$ cat config.mk
export PLATFORM = sky130hd
export DESIGN_NAME = dma_linked_list_size_walker_top
export DESIGN_NICKNAME = d
export VERILOG_FILES = /design/src/design/dlw_pkg.sv /design/src/design/dma_linked_list_size_walker_top.sv /design/src/design/dlw_front.sv /design/src/design/dlw_queue.sv /design/src/design/dlw_back.sv
export SDC_FILE = /design/constraint.sdc
export NUM_CORES = 1
export LEC_CHECK = 0
export ABC_CLOCK_PERIOD_IN_PS = 12200
export BUFFER_PORTS_ARGS = -buffer_cell sky130_fd_sc_hd__buf_2
export CAP_MARGIN = 10
export CORE_ASPECT_RATIO = 0.6
export CORE_MARGIN = 2
export CORE_UTILIZATION = 60
export CTS_CLUSTER_SIZE = 10
export DETAILED_ROUTE_END_ITERATION = 6
export PLACE_DENSITY = 0.87
export SLEW_MARGIN = 20
export SYNTH_ARGS = -nofsm -noshare
export SYNTH_HDL_FRONTEND = slang
export SYNTH_SLANG_ARGS = --single-unit
$ cat constraint.sdc
create_clock -name aclk -period 12.2 [get_ports aclk]
set_input_delay 0.61 -clock aclk [delete_from_list [all_inputs] [get_ports aclk]]
set_output_delay 0.61 -clock aclk [all_outputs]
set_load 0.05 [all_outputs]
$ cat src/design/dlw_pkg.sv
package dlw_pkg;

    localparam int ADDR_BITS_DEF   = 21;
    localparam int QUEUE_DEPTH_DEF = 4;

    localparam int PTR_BITS   = 24;
    localparam int FETCH_BITS = 21;
    localparam int LIMIT_BITS = 21;
    localparam int COUNT_BITS = 22;
    localparam int TOTAL_BITS = 32;
    localparam int WORD_BITS  = 32;
    localparam int ADD_BITS   = 9;

    localparam logic [LIMIT_BITS-1:0] STEP_LIMIT_RESET = LIMIT_BITS'(2000000);
    localparam logic [PTR_BITS-1:0]   MARK_NONE        = 24'hffffff;
    localparam logic [COUNT_BITS-1:0] COUNT_MAX        = '1;
    localparam int                    END_BIT          = 23;

    localparam logic KIND_START  = 1'b0;
    localparam logic KIND_HEADER = 1'b1;

    typedef enum logic [1:0] {
        STOP_NONE  = 2'd0,
        STOP_END   = 2'd1,
        STOP_LOOP  = 2'd2,
        STOP_LIMIT = 2'd3
    } stop_t;

    // Classified request as it travels from front to back.
    typedef struct packed {
        logic                is_start;
        logic                end_mark;
        logic [ADD_BITS-1:0] add_words;
    } ctl_t;

endpackage

$ cat src/design/dma_linked_list_size_walker_top.sv
// Linked-list size walker: a start request (s_kind = 0) opens a walk at
// s_start_address and the block answers with a fetch request for the first
// header; each header request (s_kind = 1) carrying the fetched word adds its
// top byte plus one to the running total and either yields the next fetch
// request or ends the walk with m_done_res = 1, m_fetch_address = 0 and a
// stop reason (end marker in pointer bit 23, loop hit on one of the two
// remembered marks, or step limit passed). Every request that belongs to a
// walk yields exactly one result; a header request with no walk open yields
// none. The block takes one request per clock and retires one per clock while
// m_ready stays high: requests pass a classify register, a QUEUE_DEPTH entry
// queue and the walk state update, and the read-modify-write of the walk state
// in the back end sets the one-per-cycle rate. Write step_limit only while no
// walk result is pending; it resets to 2000000.
module dma_linked_list_size_walker_top #(
    parameter int ADDR_BITS   = dlw_pkg::ADDR_BITS_DEF,
    parameter int QUEUE_DEPTH = dlw_pkg::QUEUE_DEPTH_DEF
) (
    input  logic                           aclk,
    input  logic                           aresetn,
    input  logic                           cfg_wr_en,
    input  logic [dlw_pkg::LIMIT_BITS-1:0] cfg_wr_data,
    input  logic                           s_valid,
    output logic                           s_ready,
    input  logic                           s_kind,
    input  logic [dlw_pkg::PTR_BITS-1:0]   s_start_address,
    input  logic [dlw_pkg::WORD_BITS-1:0]  s_header_word,
    output logic                           m_valid,
    input  logic                           m_ready,
    output logic [dlw_pkg::FETCH_BITS-1:0] m_fetch_address,
    output logic                           m_done_res,
    output logic [dlw_pkg::TOTAL_BITS-1:0] m_total_words,
    output logic [1:0]                     m_stop_reason
);
    import dlw_pkg::*;

    localparam int CTL_W   = $bits(ctl_t);
    localparam int QUEUE_W = CTL_W + ADDR_BITS;

    // Front end: classified request.
    logic                 f_valid;
    logic                 f_ready;
    ctl_t                 f_ctl;
    logic [ADDR_BITS-1:0] f_addr;

    // Queue output toward the back end.
    logic                 q_valid;
    logic                 q_ready;
    logic [QUEUE_W-1:0]   q_data;
    ctl_t                 q_ctl;
    logic [ADDR_BITS-1:0] q_addr;

    // Classify: mask the pointer, flag the end marker, precompute the add.
    dlw_front #(
        .ADDR_BITS (ADDR_BITS)
    ) u_front (
        .aclk            (aclk),
        .aresetn         (aresetn),
        .s_valid         (s_valid),
        .s_ready         (s_ready),
        .s_kind          (s_kind),
        .s_start_address (s_start_address),
        .s_header_word   (s_header_word),
        .out_valid       (f_valid),
        .out_ready       (f_ready),
        .out_ctl         (f_ctl),
        .out_addr        (f_addr)
    );

    // Decouple classification from the walk so either side can stall.
    dlw_queue #(
        .WIDTH (QUEUE_W),
        .DEPTH (QUEUE_DEPTH)
    ) u_queue (
        .aclk     (aclk),
        .aresetn  (aresetn),
        .wr_valid (f_valid),
        .wr_ready (f_ready),
        .wr_data  ({f_ctl, f_addr}),
        .rd_valid (q_valid),
        .rd_ready (q_ready),
        .rd_data  (q_data)
    );

    assign q_ctl  = q_data[QUEUE_W-1:ADDR_BITS];
    assign q_addr = q_data[ADDR_BITS-1:0];

    // Walk state, loop marks, step limit and the output register.
    dlw_back #(
        .ADDR_BITS (ADDR_BITS)
    ) u_back (
        .aclk            (aclk),
        .aresetn         (aresetn),
        .cfg_wr_en       (cfg_wr_en),
        .cfg_wr_data     (cfg_wr_data),
        .in_valid        (q_valid),
        .in_ready        (q_ready),
        .in_ctl          (q_ctl),
        .in_addr         (q_addr),
        .m_valid         (m_valid),
        .m_ready         (m_ready),
        .m_fetch_address (m_fetch_address),
        .m_done_res      (m_done_res),
        .m_total_words   (m_total_words),
        .m_stop_reason   (m_stop_reason)
    );

    // A finished walk never carries a fetch address and always names a cause.
    a_done_shape : assert property (@(posedge aclk) disable iff (!aresetn)
        (m_valid && m_done_res) |->
            (m_fetch_address == '0 && m_stop_reason != STOP_NONE))
        else $error("done result with fetch address or without stop reason");

    // A fetch request never carries a stop reason.
    a_fetch_shape : assert property (@(posedge aclk) disable iff (!aresetn)
        (m_valid && !m_done_res) |-> (m_stop_reason == STOP_NONE))
        else $error("fetch request with stop reason");

    // No result leaves right after reset.
    a_reset_quiet : assert property (@(posedge aclk)
        !aresetn |=> !m_valid)
        else $error("result valid after reset");

endmodule

$ cat src/design/dlw_front.sv
module dlw_front #(
    parameter int ADDR_BITS = dlw_pkg::ADDR_BITS_DEF
) (
    input  logic                          aclk,
    input  logic                          aresetn,
    input  logic                          s_valid,
    output logic                          s_ready,
    input  logic                          s_kind,
    input  logic [dlw_pkg::PTR_BITS-1:0]  s_start_address,
    input  logic [dlw_pkg::WORD_BITS-1:0] s_header_word,
    output logic                          out_valid,
    input  logic                          out_ready,
    output dlw_pkg::ctl_t                 out_ctl,
    output logic [ADDR_BITS-1:0]          out_addr
);
    import dlw_pkg::*;

    logic                 valid_reg;
    ctl_t                 ctl_reg;
    ctl_t                 ctl_next;
    logic [ADDR_BITS-1:0] addr_reg;
    logic [ADDR_BITS-1:0] addr_next;
    logic [PTR_BITS-1:0]  ptr;

    assign s_ready = !valid_reg || out_ready;

    // Pick the pointer, mask it to a word address, precompute the header add.
    always_comb begin
        ptr                = (s_kind == KIND_HEADER) ? s_header_word[PTR_BITS-1:0]
                                                     : s_start_address;
        addr_next          = {ptr[ADDR_BITS-1:2], 2'b00};
        ctl_next.is_start  = (s_kind == KIND_START);
        ctl_next.end_mark  = s_header_word[END_BIT];
        ctl_next.add_words = {1'b0, s_header_word[WORD_BITS-1:PTR_BITS]} + ADD_BITS'(1);
    end

    always_ff @(posedge aclk) begin
        if (!aresetn) begin
            valid_reg <= 1'b0;
        end else if (s_ready) begin
            valid_reg <= s_valid;
        end
    end

    always_ff @(posedge aclk) begin
        if (s_valid && s_ready) begin
            ctl_reg  <= ctl_next;
            addr_reg <= addr_next;
        end
    end

    assign out_valid = valid_reg;
    assign out_ctl   = ctl_reg;
    assign out_addr  = addr_reg;

endmodule

$ cat src/design/dlw_queue.sv
module dlw_queue #(
    parameter int WIDTH = 8,
    parameter int DEPTH = dlw_pkg::QUEUE_DEPTH_DEF
) (
    input  logic             aclk,
    input  logic             aresetn,
    input  logic             wr_valid,
    output logic             wr_ready,
    input  logic [WIDTH-1:0] wr_data,
    output logic             rd_valid,
    input  logic             rd_ready,
    output logic [WIDTH-1:0] rd_data
);
    localparam int PTR_W = (DEPTH > 1) ? $clog2(DEPTH) : 1;
    localparam int CNT_W = $clog2(DEPTH + 1);

    logic [WIDTH-1:0] slot_reg [DEPTH];
    logic [PTR_W-1:0] wr_ptr_reg;
    logic [PTR_W-1:0] rd_ptr_reg;
    logic [CNT_W-1:0] count_reg;
    logic             push;
    logic             pop;

    assign wr_ready = (count_reg != CNT_W'(DEPTH));
    assign rd_valid = (count_reg != '0);
    assign rd_data  = slot_reg[rd_ptr_reg];
    assign push     = wr_valid && wr_ready;
    assign pop      = rd_valid && rd_ready;

    always_ff @(posedge aclk) begin
        if (push) begin
            slot_reg[wr_ptr_reg] <= wr_data;
        end
    end

    always_ff @(posedge aclk) begin
        if (!aresetn) begin
            wr_ptr_reg <= '0;
            rd_ptr_reg <= '0;
            count_reg  <= '0;
        end else begin
            if (push) begin
                wr_ptr_reg <= (wr_ptr_reg == PTR_W'(DEPTH - 1)) ? '0 : wr_ptr_reg + 1'b1;
            end
            if (pop) begin
                rd_ptr_reg <= (rd_ptr_reg == PTR_W'(DEPTH - 1)) ? '0 : rd_ptr_reg + 1'b1;
            end
            if (push && !pop) begin
                count_reg <= count_reg + 1'b1;
            end else if (pop && !push) begin
                count_reg <= count_reg - 1'b1;
            end
        end
    end

endmodule

$ cat src/design/dlw_back.sv
module dlw_back #(
    parameter int ADDR_BITS = dlw_pkg::ADDR_BITS_DEF
) (
    input  logic                           aclk,
    input  logic                           aresetn,
    input  logic                           cfg_wr_en,
    input  logic [dlw_pkg::LIMIT_BITS-1:0] cfg_wr_data,
    input  logic                           in_valid,
    output logic                           in_ready,
    input  dlw_pkg::ctl_t                  in_ctl,
    input  logic [ADDR_BITS-1:0]           in_addr,
    output logic                           m_valid,
    input  logic                           m_ready,
    output logic [dlw_pkg::FETCH_BITS-1:0] m_fetch_address,
    output logic                           m_done_res,
    output logic [dlw_pkg::TOTAL_BITS-1:0] m_total_words,
    output logic [1:0]                     m_stop_reason
);
    import dlw_pkg::*;

    logic [LIMIT_BITS-1:0] step_limit_reg;
    logic [TOTAL_BITS-1:0] total_reg,   total_next,   total_base;
    logic [COUNT_BITS-1:0] count_reg,   count_next,   count_base;
    logic [PTR_BITS-1:0]   prev_reg,    prev_next,    prev_base;
    logic [PTR_BITS-1:0]   low_reg,     low_next,     low_base;
    logic [PTR_BITS-1:0]   high_reg,    high_next,    high_base;
    logic                  walking_reg, walking_next;

    logic                  out_valid_reg;
    logic [FETCH_BITS-1:0] fetch_reg,   fetch_next;
    logic                  done_reg,    done_next;
    logic [TOTAL_BITS-1:0] sum_reg;
    stop_t                 stop_reg,    stop_next;

    logic                  pop;
    logic                  emit;
    logic [PTR_BITS-1:0]   a24;

    assign in_ready = !out_valid_reg || m_ready;
    assign pop      = in_valid && in_ready;
    assign a24      = PTR_BITS'(in_addr);

    always_comb begin
        if (in_ctl.is_start) begin
            total_base = TOTAL_BITS'(1);
            count_base = '0;
            prev_base  = MARK_NONE;
            low_base   = MARK_NONE;
            high_base  = MARK_NONE;
        end else begin
            total_base = total_reg + TOTAL_BITS'(in_ctl.add_words);
            count_base = count_reg;
            prev_base  = prev_reg;
            low_base   = low_reg;
            high_base  = high_reg;
        end

        total_next   = total_reg;
        count_next   = count_reg;
        prev_next    = prev_reg;
        low_next     = low_reg;
        high_next    = high_reg;
        walking_next = walking_reg;
        emit         = 1'b0;
        fetch_next   = '0;
        done_next    = 1'b0;
        stop_next    = STOP_NONE;

        // Drop a header that arrives with no walk in progress.
        if (in_ctl.is_start || walking_reg) begin
            total_next = total_base;
            count_next = count_base;
            prev_next  = prev_base;
            low_next   = low_base;
            high_next  = high_base;
            emit       = 1'b1;
            if (!in_ctl.is_start && in_ctl.end_mark) begin
                walking_next = 1'b0;
                done_next    = 1'b1;
                stop_next    = STOP_END;
            end else begin
                count_next = (count_base != COUNT_MAX) ? count_base + 1'b1 : count_base;
                if (count_base > COUNT_BITS'(step_limit_reg)) begin
                    walking_next = 1'b0;
                    done_next    = 1'b1;
                    stop_next    = STOP_LIMIT;
                end else if (a24 == low_base || a24 == high_base) begin
                    walking_next = 1'b0;
                    done_next    = 1'b1;
                    stop_next    = STOP_LOOP;
                end else begin
                    if (a24 < prev_base) begin
                        low_next = a24;
                    end else begin
                        high_next = a24;
                    end
                    prev_next    = a24;
                    walking_next = 1'b1;
                    fetch_next   = a24[FETCH_BITS-1:0];
                end
            end
        end
    end

    always_ff @(posedge aclk) begin
        if (!aresetn) begin
            step_limit_reg <= STEP_LIMIT_RESET;
            walking_reg    <= 1'b0;
            out_valid_reg  <= 1'b0;
        end else begin
            if (cfg_wr_en) begin
                step_limit_reg <= cfg_wr_data;
            end
            if (pop) begin
                walking_reg   <= walking_next;
                out_valid_reg <= emit;
            end else if (m_ready) begin
                out_valid_reg <= 1'b0;
            end
        end
    end

    always_ff @(posedge aclk) begin
        if (pop) begin
            total_reg <= total_next;
            count_reg <= count_next;
            prev_reg  <= prev_next;
            low_reg   <= low_next;
            high_reg  <= high_next;
        end
        if (pop && emit) begin
            fetch_reg <= fetch_next;
            done_reg  <= done_next;
            sum_reg   <= total_next;
            stop_reg  <= stop_next;
        end
    end

    assign m_valid         = out_valid_reg;
    assign m_fetch_address = fetch_reg;
    assign m_done_res      = done_reg;
    assign m_total_words   = sum_reg;
    assign m_stop_reason   = stop_reg;

endmodule

==> impl_metrics.toml <==
[drt]
dr.pass1.iters = 6
antenna_left = 0
viasPerCell = 6.29
wl_per_cell_um = 21.1
wl_mm = 37.6
drt_iter0_markers = 1309
vias = 11200
drcViolationCount = 0

[synthesis]
yosys_most_used_dff = "edfxtp_1"
syn_area_um2 = 17200
synth_top_area_frac = 0.576
synth_area_leaders = "edfxtp_1 (58%), ha_1 (4.1%), dfxtp_1 (3.8%)"
syn_avg_cell_area_um2 = 13.5
seq_area_frac_synth = 0.615
ys_ff_latch = 363
yosysWarnings = 0
synth_edf_count = 330
yosysTopAreaCell = "edfxtp_1"
synth-async-reset-ratio = 0
netlist_instances = 1273
synth_cell_types = 77

[global_route]
antenna_found_initial = 1
grt_overflow = 0
grt_pass1_wl_mm = 60.0
grt.total_usage = 0.255
grt_pass1_vias = 11400
grt_max_degree = 76

[sta]
rsz0062_at_grt = "false"
setup_slack_ns = 6.29
drv_slew = 0
fin_crit_ns = 5.91
fin_crit_sh = 0.485
max_freq_ghz = 0.169
setup_viol = 0
tightest_slew_ns = 0.997
fin_skew_ns = 0.0329
hold_viol = 0
slew_headroom = 0.335
timing.setup.tns_ns = 0

[floorplanning]
fp-row-count = 47
dieArea_um2 = 30100
die_x_um = 223
die_y_um = 135
core_area_um2 = 27900
boundaryPins = 141
initial_core_util = 0.617

[power_and_ir_drop]
p_leak_nw = 7.02
cellInternalPower_mw = 3.37
p_clk_frac = 0.196
swShare = 0.403
ir_drop_v = 0.000181
p_sw_mw = 2.27
combPwrFrac = 0.425
seqPwrFrac = 0.378
power_density_nw_per_um2 = 292

[clock_tree]
cts_buffer_depth = 3
clk-insertion-delay-late_ns = 0.56
cts_hold_buf = 0
cts-resized-gates = 0
clk_pin_slew_worst_paths_ns = 0.06
cts_buffers = 42
htree_num_levels = 2
post_cts_buffers = 0
cts_sinks = 363
clockRootBuffer = "clkbuf_16"
tritoncts = "yes"

[place]
pre_cts_ws_ns = 6.35
place_area_um2 = 18100
place.gp.congestion = 0.904
io_buffers = 129
place_inst = 1717
dpl.hpwl_mm = 24.5

[setup_path]
crit_path_frequent_cell = "buf_4"
critPathSlowestCell = "mux4_4"
slowest_delay_ns = 1.07
worstPathRequired_ns = 12.53
end_kind = "flop"
critPathArrivalTime_ns = 6.24
crit_chain = "buf_4 -> mux4_4 -> buf_4 -> nor2b_1 -> ha_1 -> a21o_1 -> a21o_1 -> a21oi_1 -> o21ai_0 -> a22o_1 -> a211oi_2 -> buf_4 -> nand3_2 -> nor3b_1"
path_class = "reg -> reg"
startpoint_type = "flop"
worstPathMaxFanout = 64

[finish]
multi_input_area_um2 = 6070
largest_reg_flops = 120
area.growth.synth_to_final_pct = 12.3
nNetsFinal = 1538
layout_common_cells = "edfxtp_1 (330), buf_2 (129), nor2_1 (98)"
finalNonFillerCells = 1781
diodes = 0
fillers = 1857
drive_gt1_frac = 0.194
layout_commonest_cell = "edfxtp_1"
design_area_um2 = 19300
seqCellArea_um2 = 10600

[hold_path]
min_path_type = "in -> reg"

[run_status]
status = "completed"

[job]
maxCapViolCount = 0
power groups by stage:
stage | logic (mW) | clock network (mW) | registers, mW
after CTS | 2.37 | 1.12 | 2.13
after global routing | 2.58 | 1.17 | 2.18
after global placement | 2.26 | 0 | 2.13
final | 2.40 | 1.11 | 2.13
after detailed placement | 2.35 | 0 | 2.15
after floorplan | 1.47 | 0 | 2.49
metal layers:
metal | track usage | vias to the layer above | wire, µm
li1 | - | 5085 | -
met5 | 0 | - | 13
met2 | 0.402 | 530 | 17300
met4 | 0.0731 | 2 | 646
met3 | 0.0620 | 70 | 3490
met1 | 0.359 | 5519 | 16100
synthesized netlist by cell type (all sizes together) (12+ instances only):
cell	n
edfxtp	330
nor2	101
inv	69
ha	57
mux2i	49
xnor2	45
nand2	40
a21oi	39
nand3	39
nor2b	37
buf	36
dfxtp	33
clkbuf	31
mux4	29
mux2	24
o21ai	23
nor3	20
o32a	19
and3	15
a21o	14
and2	14
o211ai	14
o21a	13
nand4	12
worst max-delay path, delay by kind of cell, from the launching register on:
kind / cells / cell delay (ns)
mux: 1 / 1.07
compound gates: 6 / 1.07
fa+ha+maj: 1 / 0.31
buf+inv: 3 / 1.29
flops: 1 / 0.31
simple gates: 3 / 1.56
final cells by class:
class / instances / area share
Sequential cell: 363 / 0.547
Multi-Input combinational cell: 775 / 0.314
Clock buffer: 58 / 0.0575
Timing Repair Buffer: 145 / 0.0407
Tap cell: 367 / 0.0238
Inverter: 69 / 0.0134
Clock inverter: 4 / 0.00330
final timing paths:
check        slack, ns                         to          startpoint  cells after the start
min               0.24         u_front.out_ctl[9]   s_header_word[23]                      1
max reg2reg       6.29  u_back.m_fetch_address[7]                flop                     14
max               6.29  u_back.m_fetch_address[7]                flop                     14
min reg2reg       0.49    u_queue.slot_reg[3][20]  u_front.out_ctl[1]                      0
stage by stage:
step / hold WS [ns] / utilization / total power [mW]
final: 0.239 / 0.693 / 5.64
after global routing: 0.229 / 0.693 / 5.93
after CTS: 0.227 / 0.692 / 5.62
after detailed placement: 0.484 / 0.650 / 4.50
after global placement: 0.475 / 0.650 / 4.39
after floorplan: 0.459 / - / 3.96
cells by family after synthesis:
kind of cell / share of synthesized area
flops: 0.615
simple gates: 0.104
other cells: 0.000218
fa+ha+maj: 0.0438
buf+inv: 0.0346
compound gates: 0.0923
mux: 0.0822
xor+xnor: 0.0285
No activity file was read; power rests on OpenSTA's default activity.
